<file path="src/design/hrlc_pkg.sv">
`timescale 1ns / 1ps
// ----------------------------------------------------------------------------
// hrlc_pkg: shared types and constants of the request line classifier
// Holds the verdict codes, the result word layout and the character codes
// the parser looks for.
// ----------------------------------------------------------------------------
package hrlc_pkg;

    localparam int HRLC_REQUEST_BYTES = 2048;
    localparam int HRLC_QUEUE_DEPTH   = 4;

    localparam logic [10:0] PATH_LIMIT_RESET = 11'd256;
    localparam logic [10:0] FIELD_MAX        = 11'h7FF;

    localparam logic [7:0] CH_G     = 8'h47;
    localparam logic [7:0] CH_E     = 8'h45;
    localparam logic [7:0] CH_T     = 8'h54;
    localparam logic [7:0] CH_SLASH = 8'h2F;
    localparam logic [7:0] CH_DOT   = 8'h2E;
    localparam logic [7:0] CH_CR    = 8'h0D;
    localparam logic [7:0] CH_LF    = 8'h0A;
    localparam logic [7:0] CH_SP    = 8'h20;

    typedef enum logic [1:0] {
        VERDICT_OK   = 2'd0,
        VERDICT_405  = 2'd1,
        VERDICT_400  = 2'd2,
        VERDICT_DROP = 2'd3
    } t_verdict;

    typedef struct packed {
        t_verdict    verdict;
        logic [10:0] path_offset;
        logic [10:0] path_length;
        logic [10:0] request_bytes;
    } t_result;

    // Expected method character at a given position of "GET"
    function automatic logic [7:0] get_char(input logic [1:0] idx);
        logic [7:0] ch;
        case (idx)
            2'd0:    ch = CH_G;
            2'd1:    ch = CH_E;
            default: ch = CH_T;
        endcase
        return ch;
    endfunction

endpackage

</file>
<file path="src/design/hrlc_front.sv">
`timescale 1ns / 1ps
// ----------------------------------------------------------------------------
// hrlc_front: byte parser of the request line classifier
// Tracks the request line, the header terminator and the byte count, and
// pushes one result word into the queue when a request is decided.
// ----------------------------------------------------------------------------
module hrlc_front import hrlc_pkg::*; #(
    parameter int REQUEST_BYTES = HRLC_REQUEST_BYTES
) (
    input  logic        i_clk,
    input  logic        i_rst_n,
    input  logic        i_accept,
    input  logic [7:0]  i_data_byte,
    input  logic        i_end_of_stream,
    input  logic [10:0] i_path_limit,
    output logic        o_push,
    output t_result     o_result
);

    localparam int CW = $clog2(REQUEST_BYTES);
    localparam logic [CW-1:0] LAST_COUNT = CW'(REQUEST_BYTES - 1);

    typedef enum logic [2:0] {
        PH_LEAD,
        PH_METHOD,
        PH_GAP,
        PH_PATH,
        PH_TAIL,
        PH_DONE
    } t_phase;

    t_phase        r_phase,  n_phase;
    logic [2:0]    r_mprog,  n_mprog;
    logic          r_mmis,   n_mmis;
    logic [10:0]   r_pbegin, n_pbegin;
    logic [10:0]   r_pcount, n_pcount;
    logic          r_pdot,   n_pdot;
    logic          r_pbad,   n_pbad;
    logic [CW-1:0] r_total,  n_total;
    logic [1:0]    r_term,   n_term;
    logic          r_saw_lf, n_saw_lf;
    logic          r_wait,   n_wait;

    logic     is_cr, is_lf, is_sp, is_dot;
    logic     do_method;
    t_verdict verdict;

    function automatic t_verdict judge(
        input logic [2:0]  mprog,
        input logic        mmis,
        input logic [10:0] pcount,
        input logic        pbad,
        input logic [10:0] limit
    );
        t_verdict v;
        if (mprog == 3'd0) begin
            v = VERDICT_400;
        end else if (mprog != 3'd3 || mmis) begin
            v = VERDICT_405;
        end else if (pcount == 11'd0) begin
            v = VERDICT_400;
        end else if (pbad || pcount > limit) begin
            v = VERDICT_400;
        end else begin
            v = VERDICT_OK;
        end
        return v;
    endfunction

    function automatic logic [10:0] to_field(input logic [CW-1:0] value);
        logic [CW+10:0] ext;
        ext = {11'd0, value};
        return ext[10:0];
    endfunction

    assign is_cr  = (i_data_byte == CH_CR);
    assign is_lf  = (i_data_byte == CH_LF);
    assign is_sp  = (i_data_byte == CH_SP);
    assign is_dot = (i_data_byte == CH_DOT);

    always_comb begin
        n_phase   = r_phase;
        n_mprog   = r_mprog;
        n_mmis    = r_mmis;
        n_pbegin  = r_pbegin;
        n_pcount  = r_pcount;
        n_pdot    = r_pdot;
        n_pbad    = r_pbad;
        n_total   = r_total;
        n_term    = r_term;
        n_saw_lf  = r_saw_lf;
        n_wait    = r_wait;
        do_method = 1'b0;
        verdict   = VERDICT_DROP;
        o_push    = 1'b0;
        o_result  = '0;

        if (i_accept && i_end_of_stream) begin
            // Close: report unless already reported, then restart the stream
            if (!r_wait) begin
                verdict = r_saw_lf ? judge(r_mprog, r_mmis, r_pcount, r_pbad, i_path_limit)
                                   : VERDICT_DROP;
                o_push = 1'b1;
                o_result.verdict       = verdict;
                o_result.path_offset   = (verdict == VERDICT_DROP) ? 11'd0 : r_pbegin;
                o_result.path_length   = (verdict == VERDICT_OK) ? r_pcount : 11'd0;
                o_result.request_bytes = to_field(r_total);
            end
            n_phase  = PH_LEAD;
            n_mprog  = 3'd0;
            n_mmis   = 1'b0;
            n_pbegin = 11'd0;
            n_pcount = 11'd0;
            n_pdot   = 1'b0;
            n_pbad   = 1'b0;
            n_total  = '0;
            n_term   = 2'd0;
            n_saw_lf = 1'b0;
            n_wait   = 1'b0;
        end else if (i_accept && !r_wait) begin
            if (r_phase != PH_DONE) begin
                if (is_cr || is_lf) begin
                    n_phase = PH_DONE;
                end else begin
                    unique case (r_phase)
                        PH_LEAD: begin
                            if (!is_sp) begin
                                n_phase   = PH_METHOD;
                                do_method = 1'b1;
                            end
                        end
                        PH_METHOD: begin
                            if (is_sp) begin
                                n_phase = PH_GAP;
                            end else begin
                                do_method = 1'b1;
                            end
                        end
                        PH_GAP: begin
                            if (!is_sp) begin
                                n_phase  = PH_PATH;
                                n_pbegin = to_field(r_total);
                                n_pcount = 11'd1;
                                n_pbad   = (i_data_byte != CH_SLASH);
                                n_pdot   = is_dot;
                            end
                        end
                        PH_PATH: begin
                            if (is_sp) begin
                                n_phase = PH_TAIL;
                            end else begin
                                if (r_pcount < FIELD_MAX) begin
                                    n_pcount = r_pcount + 11'd1;
                                end
                                if (r_pdot && is_dot) begin
                                    n_pbad = 1'b1;
                                end
                                n_pdot = is_dot;
                            end
                        end
                        default: ;
                    endcase
                end
            end

            if (do_method) begin
                if (r_mprog < 3'd3 && i_data_byte != get_char(r_mprog[1:0])) begin
                    n_mmis = 1'b1;
                end
                if (r_mprog < 3'd4) begin
                    n_mprog = r_mprog + 3'd1;
                end
            end

            n_total = r_total + 1'b1;
            if (is_lf) begin
                n_saw_lf = 1'b1;
            end

            // Track CR LF CR LF: odd counts wait for LF
            if (!r_term[0]) begin
                n_term = is_cr ? r_term + 2'd1 : 2'd0;
            end else if (is_lf) begin
                n_term = (r_term == 2'd3) ? 2'd0 : 2'd2;
            end else begin
                n_term = is_cr ? 2'd1 : 2'd0;
            end

            if (r_term == 2'd3 && is_lf) begin
                verdict = judge(n_mprog, n_mmis, n_pcount, n_pbad, i_path_limit);
                o_push  = 1'b1;
                n_wait  = 1'b1;
            end else if (n_total == LAST_COUNT) begin
                verdict = VERDICT_DROP;
                o_push  = 1'b1;
                n_wait  = 1'b1;
            end
            o_result.verdict       = verdict;
            o_result.path_offset   = (verdict == VERDICT_DROP) ? 11'd0 : n_pbegin;
            o_result.path_length   = (verdict == VERDICT_OK) ? n_pcount : 11'd0;
            o_result.request_bytes = to_field(n_total);
        end
    end

    always_ff @(posedge i_clk) begin
        if (!i_rst_n) begin
            r_phase  <= PH_LEAD;
            r_mprog  <= 3'd0;
            r_mmis   <= 1'b0;
            r_pbegin <= 11'd0;
            r_pcount <= 11'd0;
            r_pdot   <= 1'b0;
            r_pbad   <= 1'b0;
            r_total  <= '0;
            r_term   <= 2'd0;
            r_saw_lf <= 1'b0;
            r_wait   <= 1'b0;
        end else begin
            r_phase  <= n_phase;
            r_mprog  <= n_mprog;
            r_mmis   <= n_mmis;
            r_pbegin <= n_pbegin;
            r_pcount <= n_pcount;
            r_pdot   <= n_pdot;
            r_pbad   <= n_pbad;
            r_total  <= n_total;
            r_term   <= n_term;
            r_saw_lf <= n_saw_lf;
            r_wait   <= n_wait;
        end
    end

endmodule

</file>
<file path="src/design/hrlc_fifo.sv">
`timescale 1ns / 1ps
// ----------------------------------------------------------------------------
// hrlc_fifo: result queue between parser and output stage
// Small register queue; push and pop may happen in the same cycle.
// ----------------------------------------------------------------------------
module hrlc_fifo import hrlc_pkg::*; #(
    parameter int DEPTH = HRLC_QUEUE_DEPTH
) (
    input  logic    i_clk,
    input  logic    i_rst_n,
    input  logic    i_push,
    input  t_result i_data,
    input  logic    i_pop,
    output logic    o_full,
    output logic    o_empty,
    output t_result o_data
);

    localparam int AW = (DEPTH > 1) ? $clog2(DEPTH) : 1;
    localparam int NW = $clog2(DEPTH + 1);
    localparam logic [AW-1:0] LAST_SLOT = AW'(DEPTH - 1);
    localparam logic [NW-1:0] FULL_CNT  = NW'(DEPTH);

    t_result       r_mem [DEPTH];
    logic [AW-1:0] r_wr, n_wr;
    logic [AW-1:0] r_rd, n_rd;
    logic [NW-1:0] r_cnt, n_cnt;

    assign o_full  = (r_cnt == FULL_CNT);
    assign o_empty = (r_cnt == '0);
    assign o_data  = r_mem[r_rd];

    always_comb begin
        n_wr  = r_wr;
        n_rd  = r_rd;
        n_cnt = r_cnt;
        if (i_push) begin
            n_wr = (r_wr == LAST_SLOT) ? '0 : r_wr + 1'b1;
        end
        if (i_pop) begin
            n_rd = (r_rd == LAST_SLOT) ? '0 : r_rd + 1'b1;
        end
        if (i_push && !i_pop) begin
            n_cnt = r_cnt + 1'b1;
        end else if (i_pop && !i_push) begin
            n_cnt = r_cnt - 1'b1;
        end
    end

    always_ff @(posedge i_clk) begin
        if (i_push) begin
            r_mem[r_wr] <= i_data;
        end
    end

    always_ff @(posedge i_clk) begin
        if (!i_rst_n) begin
            r_wr  <= '0;
            r_rd  <= '0;
            r_cnt <= '0;
        end else begin
            r_wr  <= n_wr;
            r_rd  <= n_rd;
            r_cnt <= n_cnt;
        end
    end

endmodule

</file>
<file path="src/design/hrlc_back.sv">
`timescale 1ns / 1ps
// ----------------------------------------------------------------------------
// hrlc_back: output stage of the request line classifier
// Holds one result word on the output channel and refills from the queue.
// ----------------------------------------------------------------------------
module hrlc_back import hrlc_pkg::*; (
    input  logic    i_clk,
    input  logic    i_rst_n,
    input  logic    i_empty,
    input  t_result i_data,
    output logic    o_pop,
    input  logic    i_stall,
    output logic    o_valid,
    output t_result o_result
);

    logic    r_valid, n_valid;
    t_result r_result;

    // Refill when the register is free or its word leaves this cycle
    assign o_pop   = !i_empty && (!r_valid || !i_stall);
    assign n_valid = o_pop || (r_valid && i_stall);
    assign o_valid  = r_valid;
    assign o_result = r_result;

    always_ff @(posedge i_clk) begin
        if (!i_rst_n) begin
            r_valid <= 1'b0;
        end else begin
            r_valid <= n_valid;
        end
    end

    always_ff @(posedge i_clk) begin
        if (o_pop) begin
            r_result <= i_data;
        end
    end

endmodule

</file>
<file path="src/design/http_request_line_classifier.sv">
`timescale 1ns / 1ps
// ----------------------------------------------------------------------------
// http_request_line_classifier: HTTP request line checker
// Watches a request byte stream for the header end and classifies the first
// line (GET method, path shape and length) into a one-word verdict.
// ----------------------------------------------------------------------------
//
//  channel  | direction | handshake             | payload
//  ---------+-----------+-----------------------+--------------------------------
//  in       | sink      | i_in_valid/o_in_stall | i_data_byte, i_end_of_stream
//  out      | source    | o_out_valid/i_out_stall | o_verdict, o_path_offset,
//           |           |                       | o_path_length, o_request_bytes
//  cfg      | sink      | i_cfg_valid/o_cfg_ready | i_cfg_data (path limit)
//
//  One word per cycle is taken on the input while the result queue is not
//  full; the parser updates its state once for each accepted byte.
//  A result passes through the result queue and then the output register.
//  The input stalls only when the result queue (QUEUE_DEPTH words) is full,
//  so a stalled output does not hold the parser until the queue fills.
//  Reset is synchronous, active low; it clears the parser, the queue and the
//  output valid, and sets the path limit to 256. No clearing pass follows.
//  The configuration port is always ready.
//
module http_request_line_classifier import hrlc_pkg::*; #(
    parameter int REQUEST_BYTES = HRLC_REQUEST_BYTES,
    parameter int QUEUE_DEPTH   = HRLC_QUEUE_DEPTH
) (
    input  logic        i_clk,
    input  logic        i_rst_n,
    // request byte stream
    input  logic        i_in_valid,
    output logic        o_in_stall,
    input  logic [7:0]  i_data_byte,
    input  logic        i_end_of_stream,
    // verdicts
    output logic        o_out_valid,
    input  logic        i_out_stall,
    output logic [1:0]  o_verdict,
    output logic [10:0] o_path_offset,
    output logic [10:0] o_path_length,
    output logic [10:0] o_request_bytes,
    // path limit register
    input  logic        i_cfg_valid,
    output logic        o_cfg_ready,
    input  logic [10:0] i_cfg_data
);

    logic [10:0] r_path_limit;

    logic    w_accept;
    logic    w_push;
    t_result w_push_data;
    logic    w_full;
    logic    w_empty;
    t_result w_head;
    logic    w_pop;
    t_result w_out;

    // Config writes go straight into the limit register; never back-pressure them
    assign o_cfg_ready = 1'b1;

    always_ff @(posedge i_clk) begin
        if (!i_rst_n) begin
            r_path_limit <= PATH_LIMIT_RESET;
        end else if (i_cfg_valid) begin
            r_path_limit <= i_cfg_data;
        end
    end

    // Take a word whenever the queue has room for a possible result
    assign o_in_stall = w_full;
    assign w_accept   = i_in_valid && !w_full;

    hrlc_front #(
        .REQUEST_BYTES (REQUEST_BYTES)
    ) u_front (
        .i_clk           (i_clk),
        .i_rst_n         (i_rst_n),
        .i_accept        (w_accept),
        .i_data_byte     (i_data_byte),
        .i_end_of_stream (i_end_of_stream),
        .i_path_limit    (r_path_limit),
        .o_push          (w_push),
        .o_result        (w_push_data)
    );

    hrlc_fifo #(
        .DEPTH (QUEUE_DEPTH)
    ) u_fifo (
        .i_clk   (i_clk),
        .i_rst_n (i_rst_n),
        .i_push  (w_push),
        .i_data  (w_push_data),
        .i_pop   (w_pop),
        .o_full  (w_full),
        .o_empty (w_empty),
        .o_data  (w_head)
    );

    hrlc_back u_back (
        .i_clk    (i_clk),
        .i_rst_n  (i_rst_n),
        .i_empty  (w_empty),
        .i_data   (w_head),
        .o_pop    (w_pop),
        .i_stall  (i_out_stall),
        .o_valid  (o_out_valid),
        .o_result (w_out)
    );

    // Fan the held result word out onto the field ports
    assign o_verdict       = w_out.verdict;
    assign o_path_offset   = w_out.path_offset;
    assign o_path_length   = w_out.path_length;
    assign o_request_bytes = w_out.request_bytes;

endmodule

</file>
<file path="config.mk">
export PLATFORM = sky130hd
export DESIGN_NAME = http_request_line_classifier
export DESIGN_NICKNAME = d
export VERILOG_FILES = /design/src/design/hrlc_pkg.sv /design/src/design/hrlc_front.sv /design/src/design/hrlc_fifo.sv /design/src/design/hrlc_back.sv /design/src/design/http_request_line_classifier.sv
export SDC_FILE = /design/constraint.sdc
export NUM_CORES = 1
export LEC_CHECK = 0
export BUFFER_PORTS_ARGS = -buffer_cell sky130_fd_sc_hd__buf_2
export CAP_MARGIN = 20
export CORE_ASPECT_RATIO = 1.25
export CORE_UTILIZATION = 60
export DETAILED_ROUTE_END_ITERATION = 16
export GPL_TIMING_DRIVEN = 1
export HOLD_SLACK_MARGIN = 0.08
export PLACE_DENSITY = 0.84
export SKIP_CTS_REPAIR_TIMING = 1
export SLEW_MARGIN = 5
export SYNTH_ARGS = -nofsm -noshare
export SYNTH_HDL_FRONTEND = slang
export SYNTH_SLANG_ARGS = --single-unit
</file>
<file path="constraint.sdc">
create_clock -name i_clk -period 4.3 [get_ports i_clk]
set_clock_uncertainty 0.15 [all_clocks]
set_input_delay 0.645 -clock i_clk [delete_from_list [all_inputs] [get_ports i_clk]]
set_output_delay 0.645 -clock i_clk [all_outputs]
set_load 0.05 [all_outputs]
</file>
======== Word level (Yosys, flattened, before mapping) ========
Memory sizes are Yosys's and may differ from the RTL's. A register that Yosys moved wholly into a read port is not among the register bits.
Cells that the tools add are included.
operators by class
  $add $sub $neg .......................... 8
  magnitude comparators ................... 5
  equality and inequality tests ........... 24
  muxes and demuxes ....................... 83
  bitwise operators ....................... 3
  reduce and logical (&&, ||, !) cells .... 43
operators with widths
  cell                                                  number
  two-way mux 11 bit                                    15
  two-way mux 35 bit                                    3
  two-way mux 2 bit                                     20
  two-way mux 3 bit                                     11
  two-way mux 1 bit                                     27
  two-way mux 8 bit                                     3
  adder 11 x 1 -> 11 bit (second input constant)        2
  > comparator 11 bit                                   2
  zero test 11 bit                                      2
  case mux 11 bit (2 select lines)                      1
  equality test 8 x 4 -> 1 bit (second input constant)  2
  equality test 8 x 6 -> 1 bit (second input constant)  2
  zero test 3 bit                                       4
  case mux 3 bit (4 select lines)                       1
  equality test 11 bit (second input constant)          1
  less-than comparator 11 bit (second input constant)   1
  equality test 2 bit (second input constant)           5
  logical AND 1 bit                                     10
  case mux 5 bit (2 select lines)                       1
  != test 3 bit (second input constant)                 3
  != test 8 x 6 -> 1 bit (second input constant)        1
  != test 8 bit                                         1
  zero test 1 bit                                       7
  logical OR 1 bit                                      7
  other kinds (20)                                      34
storage, ports and cells
  flip-flop bits (word level) ............. 65
  bits in writable memories ............... 140
  bits of input ports ..................... 25
  logic and storage cells ................. 183
  memories ................................ 1
memories
  memory        depth  width  read ports  clocked after Yosys merged registers in  wr ports  RTL line         source
  u_fifo.r_mem  4      35     1           1                                        1         hrlc_fifo.sv:24  t_result r_mem [DEPTH];

======== Logic depth before layout (Yosys ltp) ========
Gate-level depths: netlist of run 1.
  depth in word-level cells ............... 26
  depth in mapped cells ................... 18
  mapped depth without buffers ............ 15

======== By module ========
A second synthesis of run 1 with hierarchy kept.
unflattened totals
  cells, all modules ...................... 813
  area total of the unflattened synthesis .. 11010.6 um^2
by module, submodules not included
  module                        instances  cells an instance  area each (um^2)  sequential area each (um^2)
  hrlc_fifo                     1          227                5560.3            4384.2
  hrlc_front                    1          509                3930.0            920.9
  hrlc_back                     1          39                 1091.0            1071.0
  http_request_line_classifier  1          38                 429.2             220.2

======== Worst setup path after synthesis of run 1 ========
Ideal clock, no wire load.
  kind .................................... register to register
  start ................................... register u_front.r_total[2]
  end ..................................... memory u_fifo.r_mem[0][0] (netlist bit), enable pin
  arrival ................................. 3.326 ns
  required time ........................... 3.719 ns
  setup slack ............................. 0.392 ns
  stages on the path, launching flop included .. 9
  path buffers ............................ 1
  period minus slack after synthesis ...... 3.908 ns
  cell sequence ........................... dfxtp_1 -> buf_2 -> nand3_1 -> or4_1 -> xor2_1 -> nor2_1 -> a31oi_1 -> a21boi_1 -> nor2b_1
between the ends
  longest elaborated chain between the ends .. 8
ends and longest elaborated chain
  what                                     RTL line           source
  from (decl)                              hrlc_front.sv:39   logic [CW-1:0] r_total, n_total;
  from (signal assigned)                   hrlc_front.sv:226  r_total <= n_total;
  adder 11 x 1 -> 11 bit                   hrlc_front.sv:175  n_total = r_total + 1'b1;
  equality test 11 bit                     hrlc_front.sv:193  end else if (n_total == LAST_COUNT) begin
  two-way mux 1 bit                        hrlc_front.sv:193
  two-way mux 1 bit                        hrlc_front.sv:189  if (r_term == 2'd3 && is_lf) begin
  two-way mux 1 bit                        hrlc_front.sv:120  end else if (i_accept && !r_wait) begin
  two-way mux 1 bit                        hrlc_front.sv:98   if (i_accept && i_end_of_stream) begin
  two-way mux 1 bit                        hrlc_fifo.sv:51    if (i_push) begin
  two-way mux 1 bit (implied by the code)  hrlc_fifo.sv:52    r_mem[r_wr] <= i_data;
  to (decl)                                hrlc_fifo.sv:24
Every way passes these cells.

==> results.sh, run 1 <==
export IMPL_dieArea_sq_um=18270
export IMPL_cts_sinks=240
export IMPL_rr_worst_depth=14
export IMPL_htree_levels=1
export IMPL_intPower_mw=4.572
export IMPL_fmax_mhz=262.7
export IMPL_cts_tree="done"
export IMPL_synthTopCellsByArea="edfxtp_1, dfxtp_1, mux4_2, ha_1, nor2_1"
export IMPL_required_ns=4.48
export IMPL_initial_utilization_pct=61.02
export IMPL_maxCapViolCount=0
export IMPL_synth_ff_type="edfxtp_1"
export IMPL_path_class="reg2reg"
export IMPL_drc=0
export IMPL_powerDensity_nw_per_um2=569.7
export IMPL_areaGrowthSynthToFinish_pct=12.86
export IMPL_placed_area_sq_um=11300
export IMPL_hold_start="i_cfg_data[8]"
export IMPL_syn_nets=881
export IMPL_netlist_top_cells_count="edfxtp_1, nor2_1, dfxtp_1, nand2_1, a21oi_1"
export IMPL_rows=54
export IMPL_cts_root_buffer_cell="clkbuf_16"
export IMPL_gp_congestion=0.9386
export IMPL_diodes=0
export IMPL_clockBufferDepth=3
export IMPL_drtIter0Drc=470
export IMPL_cts_inserted_buffers=23
export IMPL_syn_area_sq_um=10640
export IMPL_combPwrFrac_pct=28.3
export IMPL_arrival_ns=3.99
export IMPL_clkPwrFrac_pct=27.4
export IMPL_power_leakage_nw=4.211
export IMPL_vias=6775
export IMPL_cp_startpoint="u_front.r_pcount[9]"
export IMPL_yosysUniqueCellTypes=65
export IMPL_synth_most_common_cell="edfxtp_1"
export IMPL_start_kind="flip-flop"
export IMPL_viasPerCell=5.964
export IMPL_ys_seq_area_share_pct=61.64
export IMPL_fin_area_sq_um=12000
export IMPL_core_sq_um=17430
export IMPL_synth_area_leader_cell="edfxtp_1"
export IMPL_whs_ns=0.2520
export IMPL_critPathMaxFanout=11
export IMPL_seq_power_share_pct=44.3
export IMPL_rsz0062_at_grt="no"
export IMPL_fp_dieH_um=150.9
export IMPL_ioPinCount=63
export IMPL_syn_inst=819
export IMPL_slew_headroom_pct=35.49
export IMPL_final_core_util_pct=68.86
export IMPL_clk_pin_slew_ns=0.06
export IMPL_drtPass1Iterations=5
export IMPL_synth_avg_cell_area_sq_um=12.99
export IMPL_end_kind="flip-flop"
export IMPL_drive_gt1_share_pct=19.52
export IMPL_antenna_found_initial=0
export IMPL_grt_use_total_pct=24.89
export IMPL_grt_start_max_net_pins=47
export IMPL_dp_hpwl_um=14700
export IMPL_ir_drop_v=0.0003144
export IMPL_nets=958
export IMPL_status="finished, final reports clean"
export IMPL_synthArstFlopShare_pct=0
export IMPL_synth_warnings=0
export IMPL_wl_um=22000
export IMPL_yosys_register_bits=240
export IMPL_power_switching_mw=2.267
export IMPL_finalCriticalPeriod_ns=3.807
export IMPL_finalSetupViolCount=0
export IMPL_hold_path_depth=3
export IMPL_r2r_end="u_fifo.r_mem[2][17]"
export IMPL_drv_slew=0
export IMPL_r2r_start="u_front.r_pcount[9]"
export IMPL_port_buffers=61
export IMPL_worstSkewPairLatency_ns=0.50
export IMPL_hold_violations=0
export IMPL_worst_slew_pin_slew_ns=0.9643
export IMPL_hold_end="r_path_limit[8]"
export IMPL_grt_remaining_overflow=0
export IMPL_netSwitchingFraction_pct=33.15
export IMPL_post_synth_top_area_fraction_pct=49.41
export IMPL_wl_per_cell_um=19.37
export IMPL_antenna_left=0
export IMPL_post_route_period_util_pct=88.53
export IMPL_grt_pass1_vias=6855
export IMPL_fin_setup_tns_ns=0
export IMPL_min_path_type="in2reg"
export IMPL_ff2ff_setup_slack_ns=0.49
export IMPL_die_x_um=121.1
export IMPL_grt_pass1_wl_um=34690
export IMPL_synth_edff_count=175
## power groups by stage
stage	sequential [mW]	combinational, mW	clock (mW)
after CTS	3.04	1.95	1.90
after global placement	3.07	1.91	0
after global routing	3.07	2.07	1.98
final	3.03	1.93	1.88
after floorplan	3.66	0.880	0
after detailed placement	3.08	1.94	0
## final cells by class
| type | instances | area [sq um] |
|---|---|---|
| clock buffer | 34 | 668.1 |
| sequential | 240 | 6558 |
| multi-input combinational | 504 | 3781 |
| timing repair buffer | 95 | 560.5 |
| clock inverter | 7 | 36.28 |
| tap | 224 | 280.3 |
| inverter | 32 | 120.1 |
| fill | 1223 | 5428 |
## worst max path at each step
| stage | end | slack (ns) | depth (start not counted) |
|---|---|---|---|
| finish | u_fifo.r_mem[2][17] | 0.49 | 14 |
| global route | u_fifo.r_cnt[2] | 0.23 | 14 |
| CTS | u_fifo.r_cnt[2] | 0.51 | 14 |
| detailed placement | u_fifo.r_mem[0][21] | 0.07 | 15 |
| global placement | u_fifo.r_mem[2][14] | 0.11 | 15 |
| floorplan | u_fifo.r_mem[0][0] | 0.39 | 8 |
## state kept, by name, indices dropped and copies added, names as in the netlist, 3 cells and up
register,count
u_back.o_result,35
u_front.r_total,11
r_path_limit,11
u_fifo.r_cnt,3
u_front.r_phase,3
u_front.r_pcount,11
u_fifo.r_mem,140
u_front.r_pbegin,11
u_front.r_mprog,3
## stage by stage
stage	std cells	power [mW]	worst slack, ns
floorplan	819	4.536	0.3921
global placement	1095	4.974	0.1134
detailed placement	1095	5.025	0.07083
CTS	1136	6.890	0.5113
global route	1136	7.119	0.2335
finish	1136	6.839	0.4932
## kinds of logic after synthesis
logic type	Yosys count	share of synthesized area, %
XOR/XNOR	20	1.647
buffers and inverters	75	2.929
multiplexers	48	8.634
AO/OA/AOI/OAI	136	8.423
AND/OR/NAND/NOR	262	12.27
adder cells (fa/ha/maj)	37	4.423
flip-flops	240	61.64
other	1	0.03526
## critical path, stage by stage (launching register included)
cell       delay (ns)
dfxtp_1          0.52
nand4_1          0.23
or3_1            0.49
nand2_1          0.15
or4_1            0.12
nand3_1          0.12
ha_1             0.31
a2111oi_0        0.35
o21ai_0          0.14
a31oi_1          0.17
o21ai_0          0.09
a21o_1           0.22
nor4_2           0.13
buf_4            0.22
a22o_1           0.22
## cells in the final DEF, fill, tap and decap left out, types with 32 or more instances in the layout
cell type,count
buf_4,34
buf_2,61
nor2_1,73
inv_1,32
mux4_2,35
a21oi_1,47
ha_1,36
nand2_1,64
dfxtp_1,64
edfxtp_1,175
## per-layer routing
layer / up-vias / global-route usage (%) / part of all wire, %
li1: 3225 / - / -
met1: 3277 / 28.49 / 38
met2: 214 / 47.34 / 54
met3: 59 / 2.748 / 4.8
met4: 0 / 9.506 / 3.2
met5: - / 0 / 0
Note: power is estimated with default switching activity, not from simulation.
==> run 2, diff against run 1 <==
--- a/config.mk
+++ b/config.mk
@@ -13,8 +13,8 @@
 export GPL_TIMING_DRIVEN = 1
 export HOLD_SLACK_MARGIN = 0.08
 export PLACE_DENSITY = 0.84
+export RECOVER_POWER = 25
 export SKIP_CTS_REPAIR_TIMING = 1
-export SLEW_MARGIN = 5
 export SYNTH_ARGS = -nofsm -noshare
 export SYNTH_HDL_FRONTEND = slang
 export SYNTH_SLANG_ARGS = --single-unit
==> run 2 against run 1 <==
Utilization fell by 0.32 points. Routed wire length grew 0.19%. Hold slack improved by 0.0028 ns. First-iteration DRC count fell by 4.0%. Critical path type unchanged. Clock power barely moved. The flow now finishes with violations (max-capacitance violations, max-slew violations). Setup slack worse by 0.015 ns. Cell area fell by 0.46%. Global-route usage unchanged. Maximum frequency shrank 0.40%.
==> results.sh, run 2 (synthesized netlist as in run 1, its figures left out) <==
export IMPL_status="finished, violations left"
export IMPL_violations="max-capacitance violations, max-slew violations"
export IMPL_clockBufferDepth=3
export IMPL_drtIter0Drc=451
export IMPL_grt_start_max_net_pins=47
export IMPL_areaGrowthSynthToFinish_pct=12.34
export IMPL_largest_register_ffs=140
export IMPL_cp_slowest_stage_delay_ns=0.51
export IMPL_final_cell_mix="edfxtp_1, nor2_1, dfxtp_1"
export IMPL_core_sq_um=17430
export IMPL_dieArea_sq_um=18270
export IMPL_wl_per_cell_um=19.40
export IMPL_powerDensity_nw_per_um2=569.1
export IMPL_htree_levels=1
export IMPL_grt_pass1_wl_um=34690
export IMPL_clk_pin_slew_ns=0.06
export IMPL_grt_use_total_pct=24.89
export IMPL_port_buffers=61
export IMPL_max_flop_register="u_fifo.r_mem"
export IMPL_vias=6816
export IMPL_end_kind="flip-flop"
export IMPL_hold_violations=0
export IMPL_fmax_mhz=261.6
export IMPL_fin_setup_tns_ns=0
export IMPL_slowest_stage="dfxtp_1"
export IMPL_totalPowerFinal_mw=6.801
export IMPL_path_class="reg2reg"
export IMPL_post_route_period_util_pct=88.88
export IMPL_cts_root_buffer_cell="clkbuf_16"
export IMPL_fin_cells=1136
export IMPL_worst_slew_pin_slew_ns=2.001
export IMPL_wl_um=22040
export IMPL_power_leakage_nw=4.098
export IMPL_die_x_um=121.1
export IMPL_hold_path_depth=3
export IMPL_slew_headroom_pct=-33.40
export IMPL_finalSetupViolCount=0
export IMPL_viasPerCell=6.000
export IMPL_placed_area_sq_um=11300
export IMPL_dp_hpwl_um=14700
export IMPL_initial_utilization_pct=61.02
export IMPL_grt_use_met2_pct=47.34
export IMPL_cts_inserted_buffers=23
export IMPL_fp_dieH_um=150.9
export IMPL_antenna_found_initial=0
export IMPL_rows=54
export IMPL_drtPass1Iterations=5
export IMPL_groute_layer_met1_usage_pct=28.49
export IMPL_maxCapViolCount=2
export IMPL_required_ns=4.48
export IMPL_drive_gt1_share_pct=15.13
export IMPL_fill_cells=1246
export IMPL_cts_tree="done"
export IMPL_cts_sinks=240
export IMPL_grt_remaining_overflow=0
export IMPL_rr_worst_depth=14
export IMPL_antenna_left=0
export IMPL_drv_slew=78
export IMPL_whs_ns=0.2548
export IMPL_ioPinCount=63
export IMPL_drc=0
export IMPL_rsz0062_at_grt="no"
export IMPL_arrival_ns=4.00
export IMPL_critPathMaxFanout=11
export IMPL_grt_pass1_vias=6855
export IMPL_dp_cells=1095
export IMPL_path_common_cell="o21ai_0"
export IMPL_worstSkewPairLatency_ns=0.49
export IMPL_start_kind="flip-flop"
export IMPL_finalCriticalPeriod_ns=3.822
export IMPL_ir_drop_v=0.0003156
export IMPL_mostFrequentLayoutCell="edfxtp_1"
export IMPL_min_path_type="in2reg"
export IMPL_diodes=0
export IMPL_critPathTopFamily="simple AND/OR/NAND/NOR gates"
export IMPL_gp_congestion=0.9386
export IMPL_cp_num_cells=14
export IMPL_nets=958
export IMPL_busiest_layer="met2"
export IMPL_gr_usage_met3_pct=2.748
export IMPL_fin_area_sq_um=11950
export IMPL_path_buf_inv=1
export IMPL_crit_chain="nand4_1 -> or3_1 -> nand2_1 -> or4_1 -> nand3_1 -> ha_1 -> a2111oi_0 -> o21ai_0 -> a31oi_1 -> o21ai_0 -> a21o_1 -> nor4_2 -> buf_4 -> a22o_1"
-- run 2: metrics by stage --
| stage | util (%) | setup slack, ns |
|---|---|---|
| 6_report | 68.55 | 0.4780 |
| 2_1_floorplan | - | 0.3921 |
| 3_3_place_gp | 64.82 | 0.1134 |
| 5_1_grt | 68.55 | 0.2110 |
| 3_5_place_dp | 64.82 | 0.07083 |
| 4_1_cts | 68.86 | 0.5113 |
-- run 2: area by class of cell --
| class | instances | area, sq um | share of cell area (%) |
|---|---|---|---|
| clock inverters | 7 | 36.28 | 0.3037 |
| inverters | 32 | 120.1 | 1.005 |
| well taps | 224 | 280.3 | 2.346 |
| clock buffers | 34 | 668.1 | 5.592 |
| multi-input cells | 504 | 3781 | 31.64 |
| repair buffers | 95 | 506.7 | 4.241 |
| flip-flops and latches | 240 | 6556 | 54.87 |
-- run 2: worst reg2reg max path: stages (launching register included) --
cell and delay, ns:
dfxtp_1 0.51, nand4_1 0.23, or3_1 0.49, nand2_1 0.16
or4_1 0.12, nand3_1 0.12, ha_1 0.31, a2111oi_0 0.35
o21ai_0 0.14, a31oi_1 0.17, o21ai_0 0.09, a21o_1 0.22
nor4_2 0.13, buf_4 0.23, a22o_1 0.23
-- run 2: power by group --
part           internal [mW]  leakage [nW]  switching, mW
Sequential              2.87          2.14          0.174
Combinational          0.579          1.61           1.30
Clock                   1.08         0.347          0.796
-- run 2: worst paths after layout --
path | from | endpoint | slack [ns]
max | u_front.r_pcount[9] | u_fifo.r_mem[2][17] | 0.48
min | i_cfg_data[8] | r_path_limit[8] | 0.25
min reg2reg | u_front.r_pbegin[9] | u_front.r_pbegin[9] | 0.31
max reg2reg | u_front.r_pcount[9] | u_fifo.r_mem[2][17] | 0.48
-- run 2: routing by layer --
metal,share of wire (%),up-vias
met4,3.0,0
met5,0,-
met1,38,3317
met3,4.8,55
met2,54,223
li1,-,3221
==> run 3, diff against run 2 <==
--- a/config.mk
+++ b/config.mk
@@ -8,12 +8,13 @@
 export BUFFER_PORTS_ARGS = -buffer_cell sky130_fd_sc_hd__buf_2
 export CAP_MARGIN = 20
 export CORE_ASPECT_RATIO = 1.25
-export CORE_UTILIZATION = 60
+export CORE_UTILIZATION = 50
 export DETAILED_ROUTE_END_ITERATION = 16
 export GPL_TIMING_DRIVEN = 1
 export HOLD_SLACK_MARGIN = 0.08
-export PLACE_DENSITY = 0.84
+export PLACE_DENSITY = 0.77
 export RECOVER_POWER = 25
+export REMOVE_ABC_BUFFERS = 1
 export SKIP_CTS_REPAIR_TIMING = 1
 export SYNTH_ARGS = -nofsm -noshare
 export SYNTH_HDL_FRONTEND = slang
==> run 3 against run 2 <==
The run still ends with max-capacitance violations, max-slew violations left. Setup slack got worse by 0.011 ns. Routed wire length fell by 0.39%. Sequential cell count did not move. Cell count rose by 4.9%. Register-to-register slack barely moved.
==> results.sh, run 3 (synthesized netlist as in run 1, its figures left out) <==
export IMPL_diodes=0
export IMPL_cts_tree="done"
export IMPL_fmax_mhz=260.9
export IMPL_rsz0062_at_grt="no"
export IMPL_arrival_ns=4.02
export IMPL_wl_um=21950
export IMPL_viasPerCell=5.753
export IMPL_hold_path_depth=3
export IMPL_post_route_period_util_pct=89.15
export IMPL_power_leakage_nw=4.131
export IMPL_port_buffers=61
export IMPL_vias=6858
export IMPL_cts_root_buffer_cell="clkbuf_16"
export IMPL_hold_violations=0
export IMPL_start_kind="flip-flop"
export IMPL_fin_cells=1192
export IMPL_maxCapViolCount=2
export IMPL_grt_use_total_pct=20.60
export IMPL_grt_remaining_overflow=0
export IMPL_finalCriticalPeriod_ns=3.833
export IMPL_cts_inserted_buffers=24
export IMPL_r2r_start="u_front.r_pcount[10]"
export IMPL_dieArea_sq_um=21860
export IMPL_antenna_left=0
export IMPL_wl_per_cell_um=18.42
export IMPL_powerDensity_nw_per_um2=573.8
export IMPL_drtIter0Drc=537
export IMPL_clockBufferDepth=3
export IMPL_fp_dieH_um=165.1
export IMPL_slew_headroom_pct=-23.04
export IMPL_rr_worst_depth=13
export IMPL_worstSkewPairLatency_ns=0.51
export IMPL_cts_sinks=240
export IMPL_cp_slowest_stage_delay_ns=0.52
export IMPL_grt_pass1_vias=6741
export IMPL_fin_area_sq_um=12100
export IMPL_core_sq_um=20820
export IMPL_end_kind="flip-flop"
export IMPL_dp_cells=1149
export IMPL_status="finished, violations left"
export IMPL_max_flop_register="u_fifo.r_mem"
export IMPL_finalSetupViolCount=0
export IMPL_ff2ff_setup_slack_ns=0.47
export IMPL_path_class="reg2reg"
export IMPL_mostFrequentLayoutCell="edfxtp_1"
export IMPL_drtPass1Iterations=5
export IMPL_ioPinCount=63
export IMPL_crit_chain="nand4_1 -> or3_1 -> and3_1 -> a22o_1 -> ha_1 -> a2111oi_0 -> o21ai_0 -> a31oi_1 -> o21ai_0 -> a21o_1 -> nor4_2 -> buf_4 -> a22o_1"
export IMPL_r2r_end="u_fifo.r_mem[0][20]"
export IMPL_worst_slew_pin_slew_ns=1.843
export IMPL_die_x_um=132.5
export IMPL_required_ns=4.49
export IMPL_whs_ns=0.2142
export IMPL_rows=59
export IMPL_slowest_stage="dfxtp_1"
export IMPL_hold_start="i_cfg_data[8]"
export IMPL_critPathMaxFanout=11
export IMPL_drv_slew=57
export IMPL_grt_pass1_wl_um=35300
export IMPL_grt_start_max_net_pins=36
export IMPL_antenna_found_initial=0
export IMPL_hold_end="r_path_limit[8]"
export IMPL_min_path_type="in2reg"
export IMPL_final_cell_mix="edfxtp_1, nor2_1, nand2_1, dfxtp_1"
export IMPL_drc=0
export IMPL_clk_pin_slew_ns=0.06
export IMPL_violations="max-capacitance violations, max-slew violations"
export IMPL_nets=963
export IMPL_htree_levels=1
export IMPL_drive_gt1_share_pct=15.47
export IMPL_areaGrowthSynthToFinish_pct=13.72
export IMPL_initial_utilization_pct=51.09
export IMPL_fill_cells=1633
export IMPL_regArea_sq_um=6556
export IMPL_ir_drop_v=0.0004421
export IMPL_multiInputGateArea_sq_um=3782
export IMPL_final_core_util_pct=58.10
export IMPL_placed_area_sq_um=11390
export IMPL_largest_register_ffs=140
export IMPL_gp_congestion=0.8956
export IMPL_dp_hpwl_um=14450
-- run 3: where the power goes --
group          switching [mW]  internal, mW  leakage [nW]
Combinational            1.29         0.584          1.63
Clock                   0.820          1.18         0.361
Sequential              0.200          2.87          2.14
-- run 3: layout make-up --
cell class                      count  area share, %
Sequential cell                   240          54.20
Multi-Input combinational cell    504          31.27
Clock buffer                       33          5.420
Timing Repair Buffer               99          4.438
Tap cell                          274          2.834
Inverter                           32         0.9931
Clock inverter                     10         0.8379
-- run 3: critical path, delay by kind of cell (launching register included) --
kind,cells,cell delay [ns]
adders and majority gates,1,0.21
buffers and inverters,1,0.24
and+or+nand+nor,4,1.05
DFF,1,0.52
AOI/OAI and AO/OA,7,1.51
-- run 3: worst max path at each step --
stage,from,to,slack [ns],cells after the start
finish,u_front.r_pcount[10],u_fifo.r_mem[0][20],0.47,13
detailed placement,i_data_byte[4],u_fifo.r_mem[0][18],0.09,14
global placement,i_data_byte[0],u_fifo.r_mem[0][18],0.18,16
floorplan,i_in_valid,u_fifo.r_mem[0][0],-0.12,5
global route,u_front.r_pcount[10],u_fifo.r_mem[0][20],0.21,14
CTS,u_front.r_total[1],u_fifo.r_cnt[2],0.33,14
-- run 3: stage by stage --
stage	setup TNS, ns	power [mW]	worst slack [ns]
final	0	6.941	0.4667
after global routing	0	7.241	0.2084
after CTS	0	7.033	0.3261
after detailed placement	0	5.036	0.08743
after global placement	0	5.001	0.1846
after floorplan	-16.40	4.513	-0.1172
-- run 3: layer usage --
metal | vias to the layer above | part of all wire, % | GRT usage [%]
li1 | 3229 | - | -
met1 | 3382 | 41 | 25.22
met2 | 194 | 51 | 37.01
met3 | 53 | 4.8 | 2.747
met4 | 0 | 2.9 | 8.255
met5 | - | 0 | 0
